### src/design/cln_pkg.sv
// ----------------------------------------------------------------------------
// cln_pkg
// Shared types and constants for the character LCD nibble writer.
// ----------------------------------------------------------------------------
package cln_pkg;

  // request command codes
  localparam logic [1:0] CMD_INSTR  = 2'd0;
  localparam logic [1:0] CMD_DATA   = 2'd1;
  localparam logic [1:0] CMD_CURSOR = 2'd2;

  // configuration register indexes
  localparam logic [2:0] REG_PULSE      = 3'd0;
  localparam logic [2:0] REG_SETTLE     = 3'd1;
  localparam logic [2:0] REG_BYTE_GAP   = 3'd2;
  localparam logic [2:0] REG_CLEAR_WAIT = 3'd3;
  localparam logic [2:0] REG_CLEAR_CODE = 3'd4;
  localparam logic [2:0] REG_ADDR_OP    = 3'd5;

  // configuration reset values
  localparam logic [7:0]  PULSE_RST      = 8'd1;
  localparam logic [9:0]  SETTLE_RST     = 10'd50;
  localparam logic [15:0] BYTE_GAP_RST   = 16'd50;
  localparam logic [15:0] CLEAR_WAIT_RST = 16'd2000;
  localparam logic [7:0]  CLEAR_CODE_RST = 8'd1;
  localparam logic [7:0]  ADDR_OP_RST    = 8'd128;

  // segment order within one byte
  localparam logic [1:0] SEG_HI_ON  = 2'd0;
  localparam logic [1:0] SEG_HI_OFF = 2'd1;
  localparam logic [1:0] SEG_LO_ON  = 2'd2;
  localparam logic [1:0] SEG_LO_OFF = 2'd3;

  // last valid cursor row
  localparam logic [2:0] ROW_MAX = 3'd3;

  // one decoded byte waiting to go out as segments
  typedef struct packed {
    logic       rs;
    logic [7:0] data;
    logic       clear;
  } job_t;

  // DDRAM start address of each display row
  function automatic logic [7:0] row_base(input logic [1:0] r);
    logic [7:0] b;
    unique case (r)
      2'd0: b = 8'h00;
      2'd1: b = 8'h40;
      2'd2: b = 8'h14;
      2'd3: b = 8'h54;
      default: b = 8'h00;
    endcase
    return b;
  endfunction

endpackage

### src/design/cln_decode.sv
// ----------------------------------------------------------------------------
// cln_decode
// Turns one request into the byte to send, its RS level and clear flag.
// ----------------------------------------------------------------------------
module cln_decode (
  input  logic [1:0]  command,
  input  logic [7:0]  byte_value,
  input  logic [2:0]  row,
  input  logic [6:0]  column,
  input  logic [7:0]  clear_code,
  input  logic [7:0]  address_opcode,
  output logic        produces,
  output cln_pkg::job_t job
);
  import cln_pkg::*;

  logic [7:0] addr;

  assign addr = address_opcode | ({1'b0, column} + row_base(row[1:0]));

  always_comb begin
    produces = 1'b0;
    job.rs   = 1'b0;
    job.data = byte_value;
    unique case (command)
      CMD_INSTR: begin
        produces = 1'b1;
      end
      CMD_DATA: begin
        produces = 1'b1;
        job.rs   = 1'b1;
      end
      CMD_CURSOR: begin
        produces = (row <= ROW_MAX);
        job.data = addr;
      end
      default: begin
        produces = 1'b0;
      end
    endcase
    // only instructions get the long clear wait
    job.clear = !job.rs && (job.data == clear_code);
  end

endmodule

### src/design/char_lcd_nibble_writer.sv
// ----------------------------------------------------------------------------
// char_lcd_nibble_writer
// 4-bit HD44780-style LCD write sequencer: request in, timed pin words out.
// ----------------------------------------------------------------------------
// Each accepted request (instruction byte, data byte or cursor move) yields
// four output words: high nibble with E high for pulse_us, high nibble with
// E low for settle_us, then the same for the low nibble; the fourth word also
// carries the byte gap, or the clear wait for the clear instruction, and has
// last set. Cursor moves with row 4..7 and command code 3 produce nothing.
// Throughput: one output word per cycle while the sink does not stall, set by
// the single job register feeding the output register. A new request is
// taken in the same cycle the previous job hands over its fourth word. An
// accepted request is held in the job register, and each word then passes
// through the output register before out_valid is raised. Write configuration
// only while the block is idle.
// ----------------------------------------------------------------------------
module char_lcd_nibble_writer (
  input  logic        clk,
  input  logic        rst,
  // configuration write port
  input  logic        cfg_write,
  input  logic [2:0]  cfg_index,
  input  logic [15:0] cfg_data,
  // request channel
  input  logic        in_valid,
  output logic        in_stall,
  input  logic [1:0]  command,
  input  logic [7:0]  byte_value,
  input  logic [2:0]  row,
  input  logic [6:0]  column,
  // pin word channel
  output logic        out_valid,
  input  logic        out_stall,
  output logic        register_select,
  output logic        enable,
  output logic [3:0]  nibble,
  output logic [16:0] hold_us,
  output logic        last
);
  import cln_pkg::*;

  // configuration registers
  logic [7:0]  pulse_us;
  logic [9:0]  settle_us;
  logic [15:0] byte_gap_us;
  logic [15:0] clear_wait_us;
  logic [7:0]  clear_code;
  logic [7:0]  address_opcode;

  // decoded request
  logic dec_produces;
  job_t dec_job;

  // job register: byte being split into words, plus word counter
  logic       job_valid;
  job_t       job;
  logic [1:0] seg;

  logic        out_load;
  logic        job_done;
  logic        in_take;
  logic [15:0] tail;
  logic [16:0] hold_next;

  always_ff @(posedge clk) begin
    if (rst) begin
      pulse_us       <= PULSE_RST;
      settle_us      <= SETTLE_RST;
      byte_gap_us    <= BYTE_GAP_RST;
      clear_wait_us  <= CLEAR_WAIT_RST;
      clear_code     <= CLEAR_CODE_RST;
      address_opcode <= ADDR_OP_RST;
    end else if (cfg_write) begin
      unique case (cfg_index)
        REG_PULSE:      pulse_us       <= cfg_data[7:0];
        REG_SETTLE:     settle_us      <= cfg_data[9:0];
        REG_BYTE_GAP:   byte_gap_us    <= cfg_data;
        REG_CLEAR_WAIT: clear_wait_us  <= cfg_data;
        REG_CLEAR_CODE: clear_code     <= cfg_data[7:0];
        REG_ADDR_OP:    address_opcode <= cfg_data[7:0];
        default: begin
        end
      endcase
    end
  end

  cln_decode u_decode (
    .command        (command),
    .byte_value     (byte_value),
    .row            (row),
    .column         (column),
    .clear_code     (clear_code),
    .address_opcode (address_opcode),
    .produces       (dec_produces),
    .job            (dec_job)
  );

  // a word moves into the output register when it is empty or draining
  assign out_load = job_valid && (!out_valid || !out_stall);
  assign job_done = out_load && (seg == SEG_LO_OFF);
  // job register frees up as its final word leaves
  assign in_stall = job_valid && !job_done;
  assign in_take  = in_valid && !in_stall;

  always_ff @(posedge clk) begin
    if (rst) begin
      job_valid <= 1'b0;
      seg       <= SEG_HI_ON;
    end else begin
      if (out_load) begin
        seg <= seg + 2'd1;
      end
      if (job_done) begin
        job_valid <= 1'b0;
      end
      // requests that yield nothing are simply dropped here
      if (in_take) begin
        job_valid <= dec_produces;
        seg       <= SEG_HI_ON;
      end
    end
  end

  always_ff @(posedge clk) begin
    if (in_take) begin
      job <= dec_job;
    end
  end

  assign tail = job.clear ? clear_wait_us : byte_gap_us;

  always_comb begin
    unique case (seg)
      SEG_HI_ON:  hold_next = {9'd0, pulse_us};
      SEG_HI_OFF: hold_next = {7'd0, settle_us};
      SEG_LO_ON:  hold_next = {9'd0, pulse_us};
      SEG_LO_OFF: hold_next = {7'd0, settle_us} + {1'b0, tail};
      default:    hold_next = {9'd0, pulse_us};
    endcase
  end

  // output register
  always_ff @(posedge clk) begin
    if (rst) begin
      out_valid <= 1'b0;
    end else if (out_load) begin
      out_valid <= 1'b1;
    end else if (!out_stall) begin
      out_valid <= 1'b0;
    end
  end

  always_ff @(posedge clk) begin
    if (out_load) begin
      register_select <= job.rs;
      enable          <= (seg == SEG_HI_ON) || (seg == SEG_LO_ON);
      nibble          <= (seg == SEG_LO_ON || seg == SEG_LO_OFF) ?
                         job.data[3:0] : job.data[7:4];
      hold_us         <= hold_next;
      last            <= (seg == SEG_LO_OFF);
    end
  end

endmodule
### config.mk
export PLATFORM = sky130hd
export DESIGN_NAME = char_lcd_nibble_writer
export DESIGN_NICKNAME = d
export VERILOG_FILES = /design/src/design/cln_pkg.sv /design/src/design/cln_decode.sv /design/src/design/char_lcd_nibble_writer.sv
export SDC_FILE = /design/constraint.sdc
export NUM_CORES = 1
export LEC_CHECK = 0
export BUFFER_PORTS_ARGS = -buffer_cell sky130_fd_sc_hd__buf_2
export CORE_MARGIN = 3
export CORE_UTILIZATION = 37
export CTS_CLUSTER_SIZE = 40
export DETAILED_ROUTE_END_ITERATION = 10
export SYNTH_ARGS = -nofsm -noshare
export SYNTH_HDL_FRONTEND = slang
export SYNTH_SLANG_ARGS = --single-unit
### constraint.sdc
create_clock -name clk -period 4.55 [get_ports clk]
set_clock_uncertainty 0.05 [all_clocks]
set_input_delay 0.2275 -clock clk [delete_from_list [all_inputs] [get_ports clk]]
set_output_delay 0.2275 -clock clk [all_outputs]
set_load 0.01 [all_outputs]
# Word level (Yosys, flattened, before mapping)
# Index checks and enable logic that the tools add are counted.
[op_classes] eq_ne=15 bitwise_logic=1 mux=11 reduce_logical=27 order_cmp=1 n_addsub=3
[op_table] cell="$pmux W17 S3" n=1
[op_table] cell="$pmux W8 S4" n=1
[op_table] cell="$add A10 B16 Y17" n=1
[op_table] cell="$mux W16" n=1
[op_table] cell="$reduce_and A2 Y1" n=6
[op_table] cell="$eq A2 B2 Y1 const B" n=5
[op_table] cell="$add A7 B8 Y8" n=1
[op_table] cell="$eq A8 B8 Y1" n=1
[op_table] cell="$mux W8" n=1
[op_table] cell="$or A8 B8 Y8" n=1
[op_table] cell="$eq A2 B1 Y1 const B" n=3
[op_table] cell="$eq A3 B2 Y1 const B" n=2
[op_table] cell="$eq A3 B3 Y1 const B" n=2
[op_table] cell="$logic_not A2 Y1" n=3
[op_table] cell="$reduce_or A2 Y1" n=3
[op_table] cell="$logic_and A1 B1 Y1" n=5
[op_table] cell="$logic_not A1 Y1" n=5
[op_table] cell="$mux W1" n=5
[op_table] cell="$mux W4" n=1
[op_table] cell="$eq A3 B1 Y1 const B" n=1
[op_table] cell="$le A3 B2 Y1 const B" n=1
[op_table] cell="$logic_not A3 Y1" n=1
[op_table] cell="$logic_or A1 B1 Y1" n=3
[op_table] cell="$add A2 B1 Y2 const B" n=1
[op_table] cell="3 further kinds" n=3
[word_totals] input_bits=44 out_inout_bits=26 regBits=104 wordCells=75

# Logic depth before layout (Yosys ltp)
[logic_depth] ltp_word=9 mapped_depth=12 depth_no_buf=10

# Hierarchy
# A second synthesis with hierarchy kept.
[unflattened] hier_cells=618 hier_area_um2=5322.6
[modules_own_cells] module="char_lcd_nibble_writer" seq_area_each_um2=2422.3 n_inst=1 cells_per_inst=537 area_each_um2=4782.1
[modules_own_cells] module="cln_decode" seq_area_each_um2=0.0 n_inst=1 cells_per_inst=81 area_each_um2=540.5

# Worst setup path after synthesis
# OpenSTA, ideal clock, no wires.
[synth_path] kind="register -> register" from="register job[0] (netlist name)" to="register hold_us[12], data pin" required_ps=4241 setup_ps=259 stages_incl_launch_ff=13 period_less_slack_ps=2891 setup_slack_ps=1659 path_buffers=2 t_arrival_ps=2582 path_cell_list="edfxtp_1 > buf_2 > buf_2 > mux2_2 > ha_1 > inv_1 > fa_1 > nand2b_1 > a21oi_2 > o31ai_2 > a2111oi_4 > o21ai_2 > mux2i_1"
[synth_via] elab_chain_len=3
[synth_lines] item="from (decl)" line_no="char_lcd_nibble_writer.sv:56" text="job_t job;"
[synth_lines] item="from (signal assigned)" line_no="char_lcd_nibble_writer.sv:126" text="job <= dec_job;"
[synth_lines] item="$mux W16" line_no="char_lcd_nibble_writer.sv:130" text="assign tail = job.clear ? clear_wait_us : byte_gap_us;"
[synth_lines] item="$add A10 B16 Y17" line_no="char_lcd_nibble_writer.sv:137" text="SEG_LO_OFF: hold_next = {7'd0, settle_us} + {1'b0, tail};"
[synth_lines] item="$pmux W17 S3" line_no="char_lcd_nibble_writer.sv:133" text="unique case (seg)"
[synth_lines] item="named net hold_next[12]" line_no="char_lcd_nibble_writer.sv:63" text="logic [16:0] hold_next;"
[synth_lines] item="to (signal assigned)" line_no="char_lcd_nibble_writer.sv:159" text="hold_us <= hold_next;"
[synth_lines] item="to (decl)" line_no="char_lcd_nibble_writer.sv:37" text="output logic [16:0] hold_us,"
# The timed path passes the listed nets, and every way through them passes these cells.
# A chain may end at the register's enable or synchronous reset.

# Worst setup path after layout
# Same ends and word-level chain as after synthesis.

==> reports/qor.txt <==
Status -> completed
Core box area -> 0.01345 mm^2
CTS resizes -> 0
Wire per inst -> 15.27 um
EDFF count, synth -> 34
Asr flop ratio synth -> 0%
Leakage -> 2.260 nW
GPL Wtd Cong -> 0.8103
Synth area leaders -> dfxtp_1, edfxtp_1, nand2_1, a21oi_1, ha_1
Combinational fraction of design power -> 11.0%
Initial Util -> 38.50%
Share of cells above drive strength 1 -> 18.34%
# Post-CTS Setup Buffers -> 0
Power Density -> 351.5 mW/mm^2
Met1 wire length -> 5.327 mm
NetSw -> 502.2 uW
Clk_lat worst skew -> 0.35 ns
Synth Instances -> 592
Final wirelength -> 12.60 mm
Synth cell count leaders -> nand2_1, a21oi_1, dfxtp_1
Crit-path cells -> mux2_2, ha_1, inv_1, fa_1, nand2b_1, a21oi_2, o31ai_2, a2111oi_4, o21ai_2, mux2i_1
Critical Path AT -> 3.41 ns
Internal power -> 1.589 mW
RSZ-0062 raised after global routing -> no
Critical path buffers and inverters -> 1
Synthesized area per cell -> 8.750 um^2
Worst path max stage delay -> 0.95 ns
WL met3 -> 756 um
Kind of critical path -> register to register
Post-Syn Nets -> 653
Die height -> 124.3 um
DR iter-0 viols -> 296
Setup_tns -> 0 ns
DR vias -> 4,231
Post-synthesis cell area -> 0.005180 mm^2
Vias per inst -> 5.128
Final Hold Viols -> 0
I/O Pins -> 70
Slew @ Worst Pin -> 1.188 ns
Cell area after layout -> 0.005949 mm^2
ANT cells -> 0
CP Launch Type -> register
Remaining DRCs -> 0
DP Area -> 0.005627 mm^2
Hold_buf cts -> 0
Top cell type's share of synthesized area -> 27.05%
CTS sink count -> 104
Initial DRT Pass Iterations -> 7
Root buffer cell -> clkbuf_16
Max-slew headroom -> 20.79%
Multi-input gate area -> 0.002564 mm^2
Final nets -> 705
Cell taking the most area after synthesis -> dfxtp_1
HP Class -> input pin to register
Clock power share -> 40.4%
Met2 routed WL -> 6.187 mm
CP Data Required Time -> 4.60 ns
Vias in the first global route -> 4,265
Pwr Total -> 2.091 mW
# fillers -> 1,377
CTS buffer count -> 9
Crit-path max FO -> 20
Fin crit share -> 73.95%
DRT antenna net count -> 0
Die ar. -> 0.01546 mm^2
Placed Cells -> 809
Setup crit end kind -> register
Max layer used -> met4
Synth Flop Type -> dfxtp_1
Top-count cell post-synth -> nand2_1
P&R area growth vs syn -> 14.86%
Largest net degree at the start of global routing -> 70
Synth Register Bits -> 104
GRT Total Usage -> 16.74%
Achievable clock frequency -> 297.2 MHz
Clock Path Buffers -> 2
Final-report setup violation count -> 0
CTS tree -> yes
Maximum level of the CTS H-tree -> 3
Number of port buffers -> 69
Clk slew on worst S/H paths -> 0.07 ns
FF/Latch Area -> 0.002422 mm^2
Sequential Power Share -> 48.6%
Rows -> 42
Switching Fraction -> 24.02%
DIE WIDTH -> 124.3 um
CP max-delay cell -> edfxtp_1
Initial antenna violation count -> 0
Yosys warnings -> 0
GRT overflow -> 0
Slew Viols, Final -> 0
Synth unique cells -> 54
HPWL Detailed -> 9.205 mm
Final min period -> 3.365 ns
Sequential element share of the synthesized area -> 46.76%
Final cell count without fillers -> 825
Max-cap viol count -> 0
Largest delay share family, worst path -> flip-flops
Worst vdd ir -> 173.8 uV
First-pass GRT wire length -> 21.02 mm
==> sequential cells by signal, summed over array words and instances, names as in the netlist, 2 cells and up <==
register / count
pulse_us: 8
byte_gap_us: 16
hold_us: 17
settle_us: 10
nibble: 4
clear_wait_us: 16
address_opcode: 8
seg: 2
job: 10
clear_code: 8
==> layer usage <==
metal  vias to the layer above  global-route usage (%)
met4                         0                   6.254
met5                         -                       0
met2                       124                   28.82
met3                        20                   4.889
met1                      1964                   19.73
li1                       2123                       -
==> logic make-up after synthesis <==
family	share of synthesized area [%]
AOI/OAI and AO/OA	14.59
xor gates and xnor gates	3.213
adders and majority gates	4.444
buffers and inverters	3.744
DFF	46.76
muxes	5.290
and+or+nand+nor	21.96
==> metrics by stage <==
stage,hold WS [ns],setup WS (ns),utilization [%]
2_1_floorplan,0.2953,1.659,-
3_3_place_gp,0.3565,1.324,41.82
3_5_place_dp,0.3552,1.193,41.82
4_1_cts,0.04263,1.156,44.22
5_1_grt,0.05042,1.014,44.22
6_report,0.05901,1.185,44.22
==> worst paths after layout <==
kind / from / endpoint / slack (ns) / depth (start not counted)
min: cfg_data[10] / clear_wait_us[10] / 0.06 / 3
min reg2reg: job[9] / register_select / 0.37 / 0
max reg2reg: job[0] / hold_us[12] / 1.19 / 10
max: job[0] / hold_us[12] / 1.19 / 10
==> layout make-up <==
class	instances	share of cell area, %
clock buffers	12	4.143
clock inverters	4	1.283
inverters	16	1.009
multi-input cells	442	43.09
flip-flops and latches	104	40.71
well taps	176	3.701
repair buffers	71	6.057
==> power groups by stage <==
stage	logic (mW)	registers, mW	clock network, mW
floorplan	0.149	1.04	0
CTS	0.233	1.02	0.861
finish	0.230	1.02	0.844
global route	0.259	1.02	0.895
detailed placement	0.232	1.04	0
global placement	0.226	1.04	0
==> worst min-delay path: cells and delay by family <==
kind / cells / cell delay, ns
buffers and inverters: 1 / 0.09
and+or+nand+nor: 2 / 0.11
==> placed cells by master (no fill, tap or decap), drive strengths merged, types with 3 or more instances in the layout <==
cell / synthesis / layout
a211oi: 3 / 3
dfxtp: 70 / 70
a21o: 3 / 3
and2: 5 / 5
a22oi: 4 / 4
clkbuf: 20 / 12
nor3: 4 / 4
nand2b: 7 / 7
o21ai: 22 / 22
nor4: 3 / 3
nand3: 8 / 8
a221oi: 7 / 7
buf: 10 / 71
nor2b: 7 / 7
mux2i: 9 / 9
edfxtp: 34 / 34
ha: 16 / 16
inv: 16 / 17
xnor2: 13 / 13
mux2: 16 / 16
a21oi: 71 / 71
a31oi: 3 / 3
nand3b: 15 / 15
nor2: 32 / 32
or2: 4 / 4
xor2: 6 / 6
nand2: 167 / 167
No activity file was read; power rests on OpenSTA's default activity.
